File: src/rtl/pum_pkg.sv
// Shared types, constants and the factorial table for the permutation unranker.
package pum_pkg;

    // Sizes
    localparam int MAX_LEN   = 12;
    localparam int LEN_W     = 4;
    localparam int RANK_W    = 29;
    localparam int FACT_W    = 26;
    localparam int MOM_W     = 16;
    localparam int BIT_W     = 5;
    localparam int CFG_IDX_W = 2;
    localparam int CFG_W     = 16;

    // Most significant rank bit, where each digit division starts
    localparam logic [BIT_W-1:0] BIT_LAST = BIT_W'(RANK_W - 1);

    // Configuration register indexes
    typedef enum logic [CFG_IDX_W-1:0] {
        REG_LENGTH      = 2'd0,
        REG_DIGITS_USED = 2'd1,
        REG_MOMENT_LOW  = 2'd2,
        REG_MOMENT_HIGH = 2'd3
    } cfg_reg_t;

    // Source of data written into the digit store
    typedef enum logic [1:0] {
        WSRC_ZERO = 2'd0,
        WSRC_MOD  = 2'd1,
        WSRC_ACC  = 2'd2
    } wsrc_t;

    // Controller states
    typedef enum logic [3:0] {
        ST_IDLE    = 4'd0,
        ST_DIV     = 4'd1,
        ST_ZERO    = 4'd2,
        ST_ADJ_RD  = 4'd3,
        ST_ADJ_ACC = 4'd4,
        ST_ADJ_CMP = 4'd5,
        ST_ADJ_WR  = 4'd6,
        ST_OUT_RD  = 4'd7,
        ST_OUT_LD  = 4'd8
    } state_t;

    // Commands from controller to datapath
    typedef struct packed {
        logic              load_rank;
        logic              div_clear;
        logic              div_step;
        logic [BIT_W-1:0]  bit_idx;
        logic [LEN_W-1:0]  k;
        logic              ram_we;
        wsrc_t             wsrc;
        logic [LEN_W-1:0]  waddr;
        logic [LEN_W-1:0]  raddr;
        logic              acc_load;
        logic              acc_cmp;
        logic              out_load;
        logic              out_last;
    } cmd_t;

    // Status from datapath to controller
    typedef struct packed {
        logic [LEN_W-1:0] len_eff;
        logic [LEN_W-1:0] used_eff;
        logic             out_free;
    } sts_t;

    // n! for n = 0..MAX_LEN-1
    function automatic logic [FACT_W-1:0] fact(input logic [LEN_W-1:0] n);
        logic [FACT_W-1:0] f;
        unique case (n)
            4'd0:    f = FACT_W'(1);
            4'd1:    f = FACT_W'(1);
            4'd2:    f = FACT_W'(2);
            4'd3:    f = FACT_W'(6);
            4'd4:    f = FACT_W'(24);
            4'd5:    f = FACT_W'(120);
            4'd6:    f = FACT_W'(720);
            4'd7:    f = FACT_W'(5040);
            4'd8:    f = FACT_W'(40320);
            4'd9:    f = FACT_W'(362880);
            4'd10:   f = FACT_W'(3628800);
            4'd11:   f = FACT_W'(39916800);
            default: f = FACT_W'(1);
        endcase
        return f;
    endfunction

endpackage

File: src/rtl/permutation_unrank_moments.sv
// Top level of the permutation unranker with per-element moments.
//
// Input channel: rank with in_valid/in_stall; a request is taken when in_valid
// is high and in_stall low. in_stall is low only while the block is idle.
// Output channel: element, moment, last_position with out_valid/out_stall;
// one result per position, in order, last_position set on the final one.
// Configuration: cfg_we writes cfg_data into register cfg_index (length,
// digits_used, moment_low, moment_high); write only while idle.
// A request runs through the digit division, the readjust scan and result
// delivery in turn. The digit phase uses the one-bit-per-cycle divider,
// the readjust one compare per cycle against the single-read-port digit
// store.
// Reset clears the controller to idle, empties the output register and
// loads the configuration reset values. A stalled receiver holds the
// current result; the block waits in delivery until it is taken, and a
// new request is accepted as soon as the last result sits in the output
// register.
module permutation_unrank_moments (
    input  logic                              clk,
    input  logic                              rst_n,
    input  logic                              cfg_we,
    input  logic [pum_pkg::CFG_IDX_W-1:0]     cfg_index,
    input  logic [pum_pkg::CFG_W-1:0]         cfg_data,
    input  logic                              in_valid,
    output logic                              in_stall,
    input  logic [pum_pkg::RANK_W-1:0]        rank,
    output logic                              out_valid,
    input  logic                              out_stall,
    output logic [pum_pkg::LEN_W-1:0]         element,
    output logic signed [pum_pkg::MOM_W-1:0]  moment,
    output logic                              last_position
);
    import pum_pkg::*;

    cmd_t cmd;
    sts_t sts;

    pum_ctrl u_ctrl (
        .clk      (clk),
        .rst_n    (rst_n),
        .in_valid (in_valid),
        .in_stall (in_stall),
        .sts      (sts),
        .cmd      (cmd)
    );

    pum_dpath u_dpath (
        .clk           (clk),
        .rst_n         (rst_n),
        .cfg_we        (cfg_we),
        .cfg_index     (cfg_index),
        .cfg_data      (cfg_data),
        .rank          (rank),
        .cmd           (cmd),
        .sts           (sts),
        .out_stall     (out_stall),
        .out_valid     (out_valid),
        .element       (element),
        .moment        (moment),
        .last_position (last_position)
    );

endmodule

File: src/rtl/pum_ram.sv
// Generic single-write, single-read RAM with registered read data.
module pum_ram #(
    parameter int WIDTH = 4,
    parameter int DEPTH = 12
) (
    input  logic                     clk,
    input  logic                     we,
    input  logic [$clog2(DEPTH)-1:0] waddr,
    input  logic [WIDTH-1:0]         wdata,
    input  logic [$clog2(DEPTH)-1:0] raddr,
    output logic [WIDTH-1:0]         rdata
);

    logic [WIDTH-1:0] mem [DEPTH];
    logic [WIDTH-1:0] rdata_reg;

    // Write port
    always_ff @(posedge clk)
    begin
        if (we)
        begin
            mem[waddr] <= wdata;
        end
    end

    // Registered read port
    always_ff @(posedge clk)
    begin
        rdata_reg <= mem[raddr];
    end

    assign rdata = rdata_reg;

endmodule

File: src/rtl/pum_dpath.sv
// Datapath: config registers, bit-serial divider with modulo fold, digit store, output register.
module pum_dpath (
    input  logic                              clk,
    input  logic                              rst_n,
    input  logic                              cfg_we,
    input  logic [pum_pkg::CFG_IDX_W-1:0]     cfg_index,
    input  logic [pum_pkg::CFG_W-1:0]         cfg_data,
    input  logic [pum_pkg::RANK_W-1:0]        rank,
    input  pum_pkg::cmd_t                     cmd,
    output pum_pkg::sts_t                     sts,
    input  logic                              out_stall,
    output logic                              out_valid,
    output logic [pum_pkg::LEN_W-1:0]         element,
    output logic signed [pum_pkg::MOM_W-1:0]  moment,
    output logic                              last_position
);
    import pum_pkg::*;

    logic [LEN_W-1:0]        length_reg;
    logic [LEN_W-1:0]        digits_reg;
    logic signed [MOM_W-1:0] mom_low_reg;
    logic signed [MOM_W-1:0] mom_high_reg;

    logic [LEN_W-1:0]        len_eff;
    logic [LEN_W-1:0]        used_eff;
    logic [LEN_W-1:0]        half;

    logic [RANK_W-1:0]       rank_reg;
    logic [FACT_W-1:0]       rem_reg;
    logic [FACT_W-1:0]       rem_next;
    logic [LEN_W-1:0]        mod_reg;
    logic [LEN_W-1:0]        mod_next;
    logic [LEN_W-1:0]        acc_reg;

    logic [LEN_W-1:0]        fact_idx;
    logic [FACT_W:0]         divisor;
    logic [FACT_W:0]         trial;
    logic [FACT_W:0]         diff;
    logic                    qbit;
    logic [LEN_W-1:0]        modulus;
    logic [LEN_W:0]          mod_trial;
    logic [LEN_W:0]          mod_diff;

    logic [LEN_W-1:0]        ram_wdata;
    logic [LEN_W-1:0]        ram_rdata;

    logic                    out_valid_reg;
    logic [LEN_W-1:0]        element_reg;
    logic signed [MOM_W-1:0] moment_reg;
    logic                    last_reg;

    // Configuration registers
    always_ff @(posedge clk or negedge rst_n)
    begin
        if (!rst_n)
        begin
            length_reg   <= LEN_W'(MAX_LEN);
            digits_reg   <= LEN_W'(MAX_LEN);
            mom_low_reg  <= '0;
            mom_high_reg <= '0;
        end
        else if (cfg_we)
        begin
            unique case (cfg_reg_t'(cfg_index))
                REG_LENGTH:      length_reg   <= cfg_data[LEN_W-1:0];
                REG_DIGITS_USED: digits_reg   <= cfg_data[LEN_W-1:0];
                REG_MOMENT_LOW:  mom_low_reg  <= cfg_data[MOM_W-1:0];
                REG_MOMENT_HIGH: mom_high_reg <= cfg_data[MOM_W-1:0];
            endcase
        end
    end

    // Effective length and digit count
    always_comb
    begin
        if (length_reg == '0)
        begin
            len_eff = LEN_W'(1);
        end
        else if (length_reg > LEN_W'(MAX_LEN))
        begin
            len_eff = LEN_W'(MAX_LEN);
        end
        else
        begin
            len_eff = length_reg;
        end
        used_eff = (digits_reg > len_eff) ? len_eff : digits_reg;
        half     = len_eff >> 1;
    end

    assign sts.len_eff  = len_eff;
    assign sts.used_eff = used_eff;
    assign sts.out_free = !out_valid_reg || !out_stall;

    // Restoring division step, quotient bits folded into a running modulo
    assign fact_idx  = used_eff - LEN_W'(1) - cmd.k;
    assign divisor   = {1'b0, fact(fact_idx)};
    assign trial     = {rem_reg, rank_reg[cmd.bit_idx]};
    assign diff      = trial - divisor;
    assign qbit      = (trial >= divisor);
    assign rem_next  = qbit ? diff[FACT_W-1:0] : trial[FACT_W-1:0];
    assign modulus   = len_eff - cmd.k;
    assign mod_trial = {mod_reg, qbit};
    assign mod_diff  = mod_trial - {1'b0, modulus};
    assign mod_next  = (mod_trial >= {1'b0, modulus}) ? mod_diff[LEN_W-1:0]
                                                      : mod_trial[LEN_W-1:0];

    // Rank and divider registers
    always_ff @(posedge clk)
    begin
        if (cmd.load_rank)
        begin
            rank_reg <= rank;
        end
        if (cmd.div_clear)
        begin
            rem_reg <= '0;
            mod_reg <= '0;
        end
        else if (cmd.div_step)
        begin
            rem_reg <= rem_next;
            mod_reg <= mod_next;
        end
    end

    // Readjust accumulator: holds digit[p] while scanning lower positions
    always_ff @(posedge clk)
    begin
        if (cmd.acc_load)
        begin
            acc_reg <= ram_rdata;
        end
        else if (cmd.acc_cmp && (ram_rdata <= acc_reg))
        begin
            acc_reg <= acc_reg + LEN_W'(1);
        end
    end

    // Digit store write data
    always_comb
    begin
        unique case (cmd.wsrc)
            WSRC_ZERO: ram_wdata = '0;
            WSRC_MOD:  ram_wdata = mod_next;
            WSRC_ACC:  ram_wdata = acc_reg;
            default:   ram_wdata = '0;
        endcase
    end

    pum_ram #(
        .WIDTH (LEN_W),
        .DEPTH (MAX_LEN)
    ) u_digits (
        .clk   (clk),
        .we    (cmd.ram_we),
        .waddr (cmd.waddr),
        .wdata (ram_wdata),
        .raddr (cmd.raddr),
        .rdata (ram_rdata)
    );

    // Output register
    always_ff @(posedge clk or negedge rst_n)
    begin
        if (!rst_n)
        begin
            out_valid_reg <= 1'b0;
        end
        else if (cmd.out_load)
        begin
            out_valid_reg <= 1'b1;
        end
        else if (!out_stall)
        begin
            out_valid_reg <= 1'b0;
        end
    end

    always_ff @(posedge clk)
    begin
        if (cmd.out_load)
        begin
            element_reg <= ram_rdata;
            moment_reg  <= (ram_rdata < half) ? mom_low_reg : mom_high_reg;
            last_reg    <= cmd.out_last;
        end
    end

    assign out_valid     = out_valid_reg;
    assign element       = element_reg;
    assign moment        = moment_reg;
    assign last_position = last_reg;

endmodule

File: src/rtl/pum_ctrl.sv
// Controller: sequences digit division, readjust scan and result delivery.
module pum_ctrl (
    input  logic           clk,
    input  logic           rst_n,
    input  logic           in_valid,
    output logic           in_stall,
    input  pum_pkg::sts_t  sts,
    output pum_pkg::cmd_t  cmd
);
    import pum_pkg::*;

    state_t           state_reg;
    state_t           state_next;
    logic [LEN_W-1:0] k_reg;
    logic [LEN_W-1:0] k_next;
    logic [BIT_W-1:0] bit_reg;
    logic [BIT_W-1:0] bit_next;
    logic [LEN_W-1:0] p_reg;
    logic [LEN_W-1:0] p_next;
    logic [LEN_W-1:0] q_reg;
    logic [LEN_W-1:0] q_next;
    logic [LEN_W-1:0] len_m1;
    logic [LEN_W-1:0] k_inc;

    assign len_m1 = sts.len_eff - LEN_W'(1);
    assign k_inc  = k_reg + LEN_W'(1);

    // State and counters
    always_ff @(posedge clk or negedge rst_n)
    begin
        if (!rst_n)
        begin
            state_reg <= ST_IDLE;
            k_reg     <= '0;
            bit_reg   <= '0;
            p_reg     <= '0;
            q_reg     <= '0;
        end
        else
        begin
            state_reg <= state_next;
            k_reg     <= k_next;
            bit_reg   <= bit_next;
            p_reg     <= p_next;
            q_reg     <= q_next;
        end
    end

    // Next state
    always_comb
    begin
        state_next = state_reg;
        k_next     = k_reg;
        bit_next   = bit_reg;
        p_next     = p_reg;
        q_next     = q_reg;
        unique case (state_reg)
            ST_IDLE:
            begin
                if (in_valid)
                begin
                    k_next     = '0;
                    bit_next   = BIT_LAST;
                    state_next = (sts.used_eff == '0) ? ST_ZERO : ST_DIV;
                end
            end
            ST_DIV, ST_ZERO:
            begin
                if ((state_reg == ST_ZERO) || (bit_reg == '0))
                begin
                    if (k_reg == len_m1)
                    begin
                        // all digits stored; a single position needs no readjust
                        if (len_m1 == '0)
                        begin
                            k_next     = '0;
                            state_next = ST_OUT_RD;
                        end
                        else
                        begin
                            p_next     = len_m1;
                            state_next = ST_ADJ_RD;
                        end
                    end
                    else
                    begin
                        k_next     = k_inc;
                        bit_next   = BIT_LAST;
                        state_next = (k_inc < sts.used_eff) ? ST_DIV : ST_ZERO;
                    end
                end
                else
                begin
                    bit_next = bit_reg - BIT_W'(1);
                end
            end
            ST_ADJ_RD:
            begin
                q_next     = p_reg - LEN_W'(1);
                state_next = ST_ADJ_ACC;
            end
            ST_ADJ_ACC:
            begin
                state_next = ST_ADJ_CMP;
            end
            ST_ADJ_CMP:
            begin
                if (q_reg == '0)
                begin
                    state_next = ST_ADJ_WR;
                end
                else
                begin
                    q_next = q_reg - LEN_W'(1);
                end
            end
            ST_ADJ_WR:
            begin
                if (p_reg == LEN_W'(1))
                begin
                    k_next     = '0;
                    state_next = ST_OUT_RD;
                end
                else
                begin
                    p_next     = p_reg - LEN_W'(1);
                    state_next = ST_ADJ_RD;
                end
            end
            ST_OUT_RD:
            begin
                state_next = ST_OUT_LD;
            end
            ST_OUT_LD:
            begin
                if (sts.out_free)
                begin
                    if (k_reg == len_m1)
                    begin
                        state_next = ST_IDLE;
                    end
                    else
                    begin
                        k_next     = k_inc;
                        state_next = ST_OUT_RD;
                    end
                end
            end
            default:
            begin
                state_next = ST_IDLE;
            end
        endcase
    end

    // Outputs
    always_comb
    begin
        cmd      = '0;
        in_stall = 1'b1;
        unique case (state_reg)
            ST_IDLE:
            begin
                in_stall      = 1'b0;
                cmd.load_rank = in_valid;
                cmd.div_clear = in_valid;
            end
            ST_DIV:
            begin
                cmd.div_step = 1'b1;
                cmd.bit_idx  = bit_reg;
                cmd.k        = k_reg;
                if (bit_reg == '0)
                begin
                    // final quotient bit: store the digit, clear for the next one
                    cmd.ram_we    = 1'b1;
                    cmd.wsrc      = WSRC_MOD;
                    cmd.waddr     = k_reg;
                    cmd.div_clear = 1'b1;
                end
            end
            ST_ZERO:
            begin
                cmd.ram_we = 1'b1;
                cmd.wsrc   = WSRC_ZERO;
                cmd.waddr  = k_reg;
            end
            ST_ADJ_RD:
            begin
                cmd.raddr = p_reg;
            end
            ST_ADJ_ACC:
            begin
                cmd.acc_load = 1'b1;
                cmd.raddr    = q_reg;
            end
            ST_ADJ_CMP:
            begin
                cmd.acc_cmp = 1'b1;
                cmd.raddr   = (q_reg == '0) ? q_reg : (q_reg - LEN_W'(1));
            end
            ST_ADJ_WR:
            begin
                cmd.ram_we = 1'b1;
                cmd.wsrc   = WSRC_ACC;
                cmd.waddr  = p_reg;
            end
            ST_OUT_RD:
            begin
                cmd.raddr = k_reg;
            end
            ST_OUT_LD:
            begin
                cmd.raddr    = k_reg;
                cmd.out_load = sts.out_free;
                cmd.out_last = (k_reg == len_m1);
            end
            default:
            begin
                cmd = '0;
            end
        endcase
    end

endmodule

File: config.mk
export PLATFORM = sky130hd
export DESIGN_NAME = permutation_unrank_moments
export DESIGN_NICKNAME = d
export VERILOG_FILES = /design/src/rtl/pum_pkg.sv /design/src/rtl/permutation_unrank_moments.sv /design/src/rtl/pum_ram.sv /design/src/rtl/pum_dpath.sv /design/src/rtl/pum_ctrl.sv
export SDC_FILE = /design/constraint.sdc
export NUM_CORES = 1
export LEC_CHECK = 0
export ABC_AREA = 0
export BUFFER_PORTS_ARGS = -buffer_cell sky130_fd_sc_hd__buf_2
export CORE_ASPECT_RATIO = 0.8
export CORE_MARGIN = 4
export CORE_UTILIZATION = 50
export DETAILED_ROUTE_END_ITERATION = 8
export PLACE_DENSITY = 0.68
export SLEW_MARGIN = 15
export SYNTH_ARGS = -nofsm -noshare
export SYNTH_HDL_FRONTEND = slang
export SYNTH_SLANG_ARGS = --single-unit
File: constraint.sdc
create_clock -name clk -period 18.6 [get_ports clk]
set_clock_uncertainty 0.1 [all_clocks]
set_input_delay 5.58 -clock clk [delete_from_list [all_inputs] [get_ports clk]]
set_output_delay 5.58 -clock clk [all_outputs]
set_load 0.005 [all_outputs]
# Word-level counts from Yosys, hierarchy flattened
# Memories as Yosys holds them, arrays and structs flattened. A register that Yosys moved wholly into a read port is not among the register bits.
# Index checks and enable logic that the tools add are counted.
dict set report word_totals {
  register_bits 146
  ramBits 48
  rom_bits 352
  inputBits 52
  memories 2
}
dict set report classes {
  add_sub_neg 11
  magnitude_cmp 8
  n_eq_ne 27
  mux 56
  reduce_logical 27
}
# name words word_bits read_ports rd_clocked_by_memory_dff wr line_no
set mem_list {}
lappend mem_list {{(no name shown)} 16 22 1 0 0 pum_pkg.sv:72} ;# unique case (n)
lappend mem_list {u_dpath.u_digits.mem 12 4 1 1 1 pum_ram.sv:14} ;# logic [WIDTH-1:0] mem [DEPTH];
# operator n
set ops {}
lappend ops {{$mux 4} 23}
lappend ops {{$pmux 4 s4} 2}
lappend ops {{$pmux 4 s8} 1}
lappend ops {{$ge 27x26->1} 1}
lappend ops {{$mux 26} 1}
lappend ops {{$sub 26x26->26} 1}
lappend ops {{$pmux 4 s2} 3}
lappend ops {{$pmux 7 s3} 1}
lappend ops {{$logic_not 4->1} 5}
lappend ops {{$eq 4x3->1 const B} 4}
lappend ops {{$mux 16} 1}
lappend ops {{$sub 4x1->4 const B} 4}
lappend ops {{$mux 5} 3}
lappend ops {{$ne 2x1->1 const B} 6}
lappend ops {{$sub 4x4->4} 3}
lappend ops {{$mux 1} 10}
lappend ops {{$mux 10} 1}
lappend ops {{$pmux 5 s2} 1}
lappend ops {{$mux 3} 3}
lappend ops {{$add 4x1->4 const B} 2}
lappend ops {{$eq 4x1->1 const B} 2}
lappend ops {{$eq 4x2->1 const B} 2}
lappend ops {{$ne 2x2->1 const B} 4}
lappend ops {{$reduce_and 2->1} 4}
lappend ops {{29 further kinds} 41}

# Longest topological paths before layout
# Gate-level depths: netlist of the first run.
# An unclocked memory read counts as a cell.
dict set report logic_depth {
  word_depth 12
  mapped_depth 33
  depth_no_buf 30
}

# By module
# Synthesis of the first run repeated with hierarchy kept, for this count alone.
dict set report hier_totals {
  cells_unflattened 1022
  hier_area_um2 11243.3
}
# mod instances cells_per_inst area_each_um2
set modules_own_cells {}
lappend modules_own_cells {pum_dpath 1 675 7288.2}
lappend modules_own_cells {pum_ram 1 101 2013.2}
lappend modules_own_cells {pum_ctrl 1 246 1941.9}

# Least setup slack after synthesis of the first run
# Ideal clock, no wire load.
dict set report synth_timing {
  kind {in2reg}
  start {in in_valid}
  end {reg u_dpath.rank_reg[0] (enable)}
  arrival_time_ps 6857
  required_ps 18085
  path_slack_ps 11228
  stages 2
  path_cell_list {inv_1 -> nor2_1}
}
# element line_no
set synth_lines {}
lappend synth_lines {{start: declaration} permutation_unrank_moments.sv:24} ;# input logic in_valid,
lappend synth_lines {{end signal: assignment} pum_dpath.sv:114} ;# rank_reg <= rank;
lappend synth_lines {{end: declaration} pum_dpath.sv:28} ;# logic [RANK_W-1:0] rank_reg;

# Worst setup path in the final report of the first run
dict set report layout_timing {
  start {in in_valid}
  end {reg u_ctrl.k_reg[0]}
}
dict set report layout_between {
  elab_chain_cells 2
}
# element line_no
set layout_rtl {}
lappend layout_rtl {{$ne 2x2->1 (no line)} --}
lappend layout_rtl {{$reduce_and 7->1 (no line)} --}
lappend layout_rtl {{end signal: assignment} pum_ctrl.sv:42} ;# k_reg <= k_next;
lappend layout_rtl {{end: declaration} pum_ctrl.sv:14} ;# logic [LEN_W-1:0] k_reg;
# No other way between the ends.
# A chain may end at the register's enable or synchronous reset.

==> metrics.md, run 1 <==
| Metric | Value |
|---|---|
| Pwr dens | 208 nW/um2 |
| Starting Density | 51.5% |
| Die area | around 25000 um2 |
| Syn nets | 1179 |
| DRC viols | 0 |
| Crit Path Class | in -> reg |
| Share of cells above drive strength 1 | 17.9% |
| Pin count of the biggest net entering global routing | 63 |
| Final Max Slew Viols | 0 |
| Met1 Use GR | 32.5% |
| Top cells by area, synth | edfxtp_1, dfrtp_1, ha_1 |
| Status | finished, final reports clean |
| CTS Buffer Depth | 2 |
| CP max FO | 21 |
| Max reg flops | 48 |
| GRT Overall Usage | 21.0% |
| H-tree levels | 4 |
| Async set-reset flop share out of synthesis | a little under a third |
| Final nets | between 1000 and 1500 |
| Grt ovf | 0 |
| CTS buffer count | 17 |
| Vias in the first global route | 7882 |
| Final WL | 26200 um |
| Fin crit period | 7.55 ns |
| RSZ-0062 raised after global routing | false |
| Post-synth EDFFs | 102 |
| Setup crit start kind | input port |
| Commonest cells after routing, fill and taps aside | nand2_1, edfxtp_1, nor2_1, buf_2, a21oi_1 |
| Syn Inst Count | 1068 |
| Worst VDD drop | around 0.00010 V |
| Routed WL per cell | 18.3 um |
| Port buffer count | 74 |
| Site row count | 48 |
| M2 GR Usage | 31.7% |
| Placed Area | roughly 12000 um2 |
| Clock tree sinks | 198 |
| Final worst-path cycle share | 40.6% |
| Global routing's busiest layer | met1 |
| Ys Warns | 0 |
| # fillers | 1886 |
| Fmax | between 100 and 150 MHz |
| Number of synthesized register bits | 198 |
| Slew HR | 34.1% |
| Reg2reg setup slack | approximately 11 ns |
| TNS Setup | 0 ns |
| Ys flop type | edfxtp_1 |
| Count of different cell masters after synthesis | 82 |
| Routed via count | roughly 8300 |
| CTS tree | built |
| WHS Path Cells | 2 |
| First-pass detailed-route iteration total | 7 |
| Yosys top cell area share | 27.3% |
| Setup repair bufs after CTS | 0 |
| Post-synthesis sequential area ratio | 47.2% |
| Yosys top cell by area | edfxtp_1 |
| FF-to-FF path depth | 28 |
| # setup viols final | 0 |
| Least-Margin Pin Slew | 0.987 ns |
| Final instance area | 12300 um2 |
| I/O pins | 75 |
| Cts repair resizes | 0 |
| Clk Latency, worst-skew pair | 0.44 ns |
| Gp weighted congestion | 0.885 |
| Hold_buf cts | 0 |
| First-pass GRT wire length | 42400 um |
| Worst Path Arrival | 7.81 ns |
| Die Height | 142 um |
| Syn Area/Cell | approximately 11 um2 |
| Chip width | 175 um |
| Antenna-violating nets left | 0 |
| Met3 Track Usage GR | 3.35% |
| DR iter-0 viols | 839 |
| Post-DP HPWL | 18500 um |
| CTS clk-pin slew, worst paths | about 0.070 ns |
| # diodes | 0 |
| Area grow syn2layout | 10.0% |
| Initial antenna violation count | 0 |
| Hold crit path type | reg -> reg |
| CTS Root Cell | clkbuf_16 |
| WP data required | between 15 and 20 ns |
| Synthesized area | roughly 11000 um2 |
| Leakage Power | 0.00495 uW |
| Crit end category | flip-flop |
| Core Area | 21800 um2 |
| Max cap viols | 0 |
| Final count of hold timing violations | 0 |
| Vias per inst | 5.79 |
-- logic make-up after synthesis --
group | Yosys count | share of synthesized area (%)
simple gates | 310 | 13.3
compound gates | 268 | 15.5
flops | 198 | 47.2
mux | 104 | 10.2
buf+inv | 85 | 3.49
fa+ha+maj | 60 | 6.94
xor+xnor | 43 | 3.36
-- layout make-up --
cell class	count	area, um2	share of cell area [%]
sequential	198	5300	42.9
multi-input combinational	785	5540	44.8
tap	300	375	3.04
inverter	39	146	1.19
clock buffer	21	450	3.65
timing repair buffer	82	430	3.49
clock inverter	11	109	0.882
-- worst max-delay path, stage by stage --
cell      delay [ns]
buf_2           0.11
inv_1           0.06
o21ai_1         0.18
nand2_1         0.48
nand2_1         0.39
o211ai_1        0.20
or3_1           0.48
nand2b_1        0.19
o21ai_0         0.14
-- routing by layer --
| layer | wire length, um | vias up |
|---|---|---|
| met3 | 1230 | 20 |
| li1 | - | 4030 |
| met2 | 11400 | 206 |
| met1 | 13300 | 4061 |
| met4 | 250 | 0 |
| met5 | 0 | - |
-- report_power, final --
group	switching, uW	leakage [uW]	internal [uW]	total (uW)
Sequential	104	0.00189	566	670
Clock	176	0.000271	181	357
Combinational	919	0.00279	625	1540
Total	1200	0.00495	1370	2570
-- final timing paths --
| kind | start | end |
|---|---|---|
| worst max register to register | u_dpath.length_reg[3] | u_dpath.u_digits.mem[1][2] |
| min in group asynchronous | rst_n | u_dpath.mom_high_reg[14] |
| worst max-delay path | in_valid | u_ctrl.k_reg[0] |
| worst min-delay path | u_dpath.rem_reg[2] | u_dpath.rem_reg[2] |
| max in group asynchronous | rst_n | u_ctrl.p_reg[2] |
| worst min register to register | u_dpath.rem_reg[2] | u_dpath.rem_reg[2] |
-- through the flow --
stage / util [%] / hold slack, ns / setup slack (ns) / power (uW) / instances
6_report: 56.6 / 0.385 / 11.05 / 2570 / 1436
5_1_grt: 56.6 / 0.407 / 10.59 / 2790 / 1436
4_1_cts: 56.6 / 0.391 / 10.89 / 2560 / 1436
3_5_place_dp: 54.1 / 0.374 / 10.64 / 2190 / 1404
3_3_place_gp: 54.1 / 0.368 / 10.72 / 2170 / 1404
2_1_floorplan: - / 0.331 / 11.23 / 1890 / 1068
-- cells in the mapped netlist (all sizes together), types with 5 or more instances --
cell and count:
nor2 82, nand3b 8, buf 19, nor3 18, ha 55, mux2 60
o21ai 85, nand4 12, a21oi 77, and3 7, mux2i 42, a211oi 19
edfxtp 102, o21a 7, a221oi 7, nand3 23, inv 38, xnor2 23
o22ai 5, dfrtp 58, xor2 20, nor2b 16, o211ai 15, clkbuf 27
nand2b 16, dfxtp 34, and2 11, nand2 102
Power figures use the tool's default switching activity.
==> run 2: changes to the inputs <==
==> constraint.sdc (replaced) <==
create_clock -name clk -period 7.6 [get_ports clk]
set_clock_uncertainty 0.1 [all_clocks]
set_input_delay 2.28 -clock clk [delete_from_list [all_inputs] [get_ports clk]]
set_output_delay 2.28 -clock clk [all_outputs]
set_load 0.005 [all_outputs]
==> run 2 against run 1 <==
- register-to-register slack got worse by 10 ns
- final cell count increased by 0.63%
- via count about the same
- worst hold slack improved by 0.0029 ns
- combinational power increased by 150%
- non-clock buffer count increased by 9
==> metrics.md, run 2 (synthesis results as in run 1) <==
| Metric | Value |
|---|---|
| Status | finished, final reports clean |
| Fmax | about 150 MHz |
| Hold_ws | 0.387 ns |
| Gp weighted congestion | roughly 0.90 |
| Starting Density | approximately half |
| H-tree levels | 4 |
| Final WL | 26000 um |
| Routed WL per cell | 18.0 um |
| Final worst-path cycle share | 90.0% |
| RSZ-0062 raised after global routing | false |
| Buf/Inv on CP | 0 |
| CTS buffer count | 17 |
| First-pass GRT wire length | roughly 42000 um |
| TNS Setup | 0 ns |
| Crit end category | flip-flop |
| CP max FO | 12 |
| # setup viols final | 0 |
| Final nets | 1243 |
| Max cap viols | 0 |
| Commonest cells after routing, fill and taps aside | nand2_1, edfxtp_1, nor2_1, buf_2, a21oi_1 |
| # fillers | approximately 1800 |
| Initial antenna violation count | 0 |
| Crit Path Class | reg -> reg |
| Pwr dens | 511 nW/um2 |
| Vias in the first global route | 7859 |
| First-pass detailed-route iteration total | 6 |
| Worst Path Arrival | around 7.0 ns |
| Crit-path slowest cell | dfstp_2 |
| Slowest stage delay, CP | 0.60 ns |
| Met3 Track Usage GR | slightly above 4% |
| Post-DP HPWL | 19000 um |
| Fin crit period | roughly 6.8 ns |
| Global routing's busiest layer | met1 |
| Final Max Slew Viols | 0 |
| GRT Overall Usage | 21.1% |
| Routed via count | 8321 |
| Clock tree sinks | 198 |
| Met1 Use GR | 32.1% |
| CTS clk-pin slew, worst paths | roughly 0.08 ns |
| I/O pins | 75 |
| Port buffer count | 74 |
| Final count of hold timing violations | 0 |
| Delay-heaviest family, CP | compound AO/OA/AOI/OAI gates |
| CTS Buffer Depth | 2 |
| Vias per inst | 5.76 |
| Worst VDD drop | 0.000259 V |
| Pin count of the biggest net entering global routing | 63 |
| DRC viols | 0 |
| DR iter-0 viols | 821 |
| Final core utilization | 57.2% |
| CTS Root Cell | clkbuf_16 |
| # diodes | 0 |
| Slew HR | 32.6% |
| Hold crit path type | reg -> reg |
| Share of cells above drive strength 1 | 18.8% |
| M2 GR Usage | 31.4% |
| Die Height | 142 um |
| Chip width | 175 um |
| Least-Margin Pin Slew | 1.01 ns |
| Leakage Power | 0.00502 uW |
| WP data required | 7.72 ns |
| CTS tree | built |
| Site row count | 48 |
| Antenna-violating nets left | 0 |
| Grt ovf | 0 |
| Setup crit start kind | flip-flop |
| Die area | 24900 um2 |
| Max reg flops | between 40 and 50 |
| Core Area | approximately 22000 um2 |
| Hold_buf cts | 0 |
| Area grow syn2layout | 11.0% |
| Clk Latency, worst-skew pair | 0.45 ns |
==> run 2: cell count changes in the layout (fill, tap and decap cells not counted), moves of 2 or more <==
cell | previous run | this run
inv_4 | 2 | 0
clkbuf_1 | 3 | 0
inv_8 | 5 | 3
buf_4 | 8 | 17
==> run 2: metal layers <==
layer	wire (um)	vias up
met2	11100	207
met1	13300	4035
met4	266	0
met5	0	-
met3	1340	22
li1	-	4057
==> run 2: tightest hold or removal path, cell delays in order, from the launching register on <==
cell,delay [ns]
dfxtp_1,0.33
nand2_1,0.06
a21oi_1,0.05
==> run 2: where the power goes <==
group	internal (uW)	switching (uW)	leakage [uW]
clock network	490	427	0.000287
registers	1390	238	0.00189
logic	1560	2260	0.00284
==> run 2: final timing paths <==
check	from	end	slack, ns	cells past startpoint
worst max-delay path	u_dpath.length_reg[2]	u_dpath.u_digits.mem[6][1]	0.76	28
worst min-delay path	u_dpath.mod_reg[1]	u_dpath.mod_reg[1]	0.39	2
worst max register to register	u_dpath.length_reg[2]	u_dpath.u_digits.mem[6][1]	0.76	28
worst min register to register	u_dpath.mod_reg[1]	u_dpath.mod_reg[1]	0.39	2
max in group asynchronous	rst_n	u_dpath.mom_high_reg[1]	4.97	2
min in group asynchronous	rst_n	u_ctrl.bit_reg[3]	1.90	2
==> run 2: what timing repair did <==
item                                    4_1_cts  5_1_grt
buffers inserted                              0        0
resized for setup                             0        1
endpoints found under the setup margin        0       12
==> run 2: stage by stage <==
step / area (um2) / power, uW / instances / setup WS [ns]
2_1_floorplan: 11200 / 4620 / 1068 / 0.745
3_3_place_gp: 11900 / 5380 / 1413 / 0.552
3_5_place_dp: 11900 / 5400 / 1413 / 0.216
4_1_cts: 12500 / 6350 / 1445 / 0.199
5_1_grt: 12500 / 6930 / 1445 / 0.0913
6_report: 12500 / 6370 / 1445 / 0.763
==> run 2: layout make-up <==
cell class | count | area [um2] | area share, %
Clock buffer | 19 | 464 | 3.72
Clock inverter | 13 | 138 | 1.10
Inverter | 39 | 146 | 1.17
Multi-Input combinational cell | 785 | 5540 | 44.5
Sequential cell | 198 | 5300 | 42.5
Tap cell | 300 | 375 | 3.01
Timing Repair Buffer | 91 | 498 | 4.00
==> run 3: changes to the inputs <==
--- a/config.mk
+++ b/config.mk
@@ -7,11 +7,13 @@
 export LEC_CHECK = 0
 export ABC_AREA = 0
 export BUFFER_PORTS_ARGS = -buffer_cell sky130_fd_sc_hd__buf_2
+export CELL_PAD_IN_SITES_DETAIL_PLACEMENT = 2
+export CELL_PAD_IN_SITES_GLOBAL_PLACEMENT = 2
 export CORE_ASPECT_RATIO = 0.8
 export CORE_MARGIN = 4
-export CORE_UTILIZATION = 50
+export CORE_UTILIZATION = 40
 export DETAILED_ROUTE_END_ITERATION = 8
-export PLACE_DENSITY = 0.68
+export PLACE_DENSITY = 0.89
 export SLEW_MARGIN = 15
 export SYNTH_ARGS = -nofsm -noshare
 export SYNTH_HDL_FRONTEND = slang
==> run 3 against run 2 <==
- die area up 24%
- final cell count up 4.5%
- global-route usage rose by 7.8 points
- first-iteration DRC count rose by 4.8%
- critical path depth decreased by 2
- non-clock buffer count grew 1
==> metrics.md, run 3 (synthesis results as in run 1) <==
| Metric | Value |
|---|---|
| Status | finished, final reports clean |
| Vias in the first global route | around 10000 |
| # setup viols final | 0 |
| Chip width | 195 um |
| Setup crit start kind | flip-flop |
| Hold crit path type | reg -> reg |
| Max reg flops | 48 |
| FF-to-FF path depth | 26 |
| Die Height | 158 um |
| CTS Buffer Depth | 2 |
| Fin crit period | 7.53 ns |
| CP startpoint | u_dpath.length_reg[3] |
| WP data required | approximately 7.8 ns |
| Port buffer count | 74 |
| Worst R2R End | u_dpath.u_digits.mem[2][1] |
| CTS buffer count | 17 |
| Most frequent CP cell | ha_1 |
| Core Area | 27400 um2 |
| Final count of hold timing violations | 0 |
| Initial antenna violation count | 1 |
| Crit end category | flip-flop |
| Die area | just over 30000 um2 |
| Delay-heaviest family, CP | adder cells |
| Final worst-path cycle share | 99.0% |
| # fillers | 2793 |
| Reg2reg setup slack | 0.07 ns |
| Routed via count | ~9600 |
| Area grow syn2layout | 12.5% |
| Worst Path Arrival | 7.69 ns |
| Storage cell area | about 5300 um2 |
| Clk Latency, worst-skew pair | approximately 0.46 ns |
| Antenna-violating nets left | 0 |
| Final WL | around 46000 um |
| Final nets | 1244 |
| Gp weighted congestion | 0.884 |
| Routed WL per cell | 30.7 um |
| Pin count of the biggest net entering global routing | 63 |
| # diodes | 0 |
| Share of cells above drive strength 1 | 19.3% |
| Final Max Slew Viols | 0 |
| CTS clk-pin slew, worst paths | 0.08 ns |
| Crit. path cell count | 26 |
| Crit-path slowest cell | fa_1 |
| DRC viols | 0 |
| Max cap viols | 0 |
| DR iter-0 viols | 860 |
| Reg-to-Reg Start | u_dpath.length_reg[3] |
| Slew HR | 15.4% |
| CP endpoint | u_dpath.u_digits.mem[2][1] |
| Least-Margin Pin Slew | approximately 1.3 ns |
| Clock tree sinks | 198 |
| Multi-input gate area | about 5600 um2 |
| Crit Path Class | reg -> reg |
| Post-DP HPWL | 28100 um |
| H-tree levels | 4 |
| I/O pins | 75 |
| Site row count | 54 |
| First-pass detailed-route iteration total | 5 |
| Buf/Inv on CP | 2 |
| CTS Root Cell | clkbuf_16 |
| Final core utilization | 46.0% |
| Commonest cells after routing, fill and taps aside | nand2_1, edfxtp_1, nor2_1, buf_2, a21oi_1 |
| First-pass GRT wire length | 68300 um |
| CP max FO | 12 |
| Vias per inst | 6.37 |
| GRT Overall Usage | 28.9% |
| Fmax | about 130 MHz |
| Grt ovf | 0 |
| CTS tree | built |
| Slowest stage delay, CP | 0.66 ns |
| Starting Density | between 40% and 50% |
## run 3: what timing repair did
action	4_1_cts	5_1_grt
resized for setup	3	9
buffers inserted	0	1
pin swaps	0	1
hold buffers	0	0
hold endpoints to repair	0	0
endpoints found under the setup margin	24	24
gates cloned	0	0
## run 3: routing by layer
metal | global-route usage (%) | part of all wire [%] | up-vias
li1 | - | - | 4054
met1 | 36.2 | 41 | 4954
met2 | 50.5 | 49 | 481
met3 | 5.83 | 6.2 | 123
met4 | 10.1 | 3.4 | 2
met5 | 0 | 0.028 | -
## run 3: how the worst min path moves through the flow
stage,from,to,slack (ns),cells past startpoint
6_report,u_dpath.u_digits.rdata[0],u_dpath.element[0],0.40,0
5_1_grt,u_dpath.u_digits.rdata[0],u_dpath.element[0],0.41,0
4_1_cts,u_dpath.u_digits.rdata[0],u_dpath.element[0],0.39,0
3_5_place_dp,u_dpath.u_digits.rdata[0],u_dpath.element[0],0.37,0
3_3_place_gp,u_dpath.u_digits.rdata[0],u_dpath.element[0],0.37,0
2_1_floorplan,u_dpath.u_digits.rdata[0],u_dpath.element[0],0.33,0
## run 3: area by class of cell
cell class                 instances  share of cell area [%]
sequential                       198                    42.0
inverter                          39                    1.16
clock inverter                    13                    1.16
clock buffer                      19                    3.77
timing repair buffer              92                    4.10
multi-input combinational        785                    44.2
tap                              364                    3.61
## run 3: stage by stage
stage	cell area, um2	setup WS [ns]	TNS, ns	hold slack (ns)	instances
final	12600	0.0731	0	0.404	1510
after global routing	12600	-0.112	-1.73	0.407	1510
after CTS	12600	0.0822	0	0.392	1509
after detailed placement	11900	-0.205	-2.46	0.366	1477
after global placement	11900	0.449	0	0.369	1477
after floorplan	11200	0.745	0	0.331	1068
Power of run 3 is not shown: default switching activity piles up to over one toggle a cycle in this logic, so the estimate is an artifact.
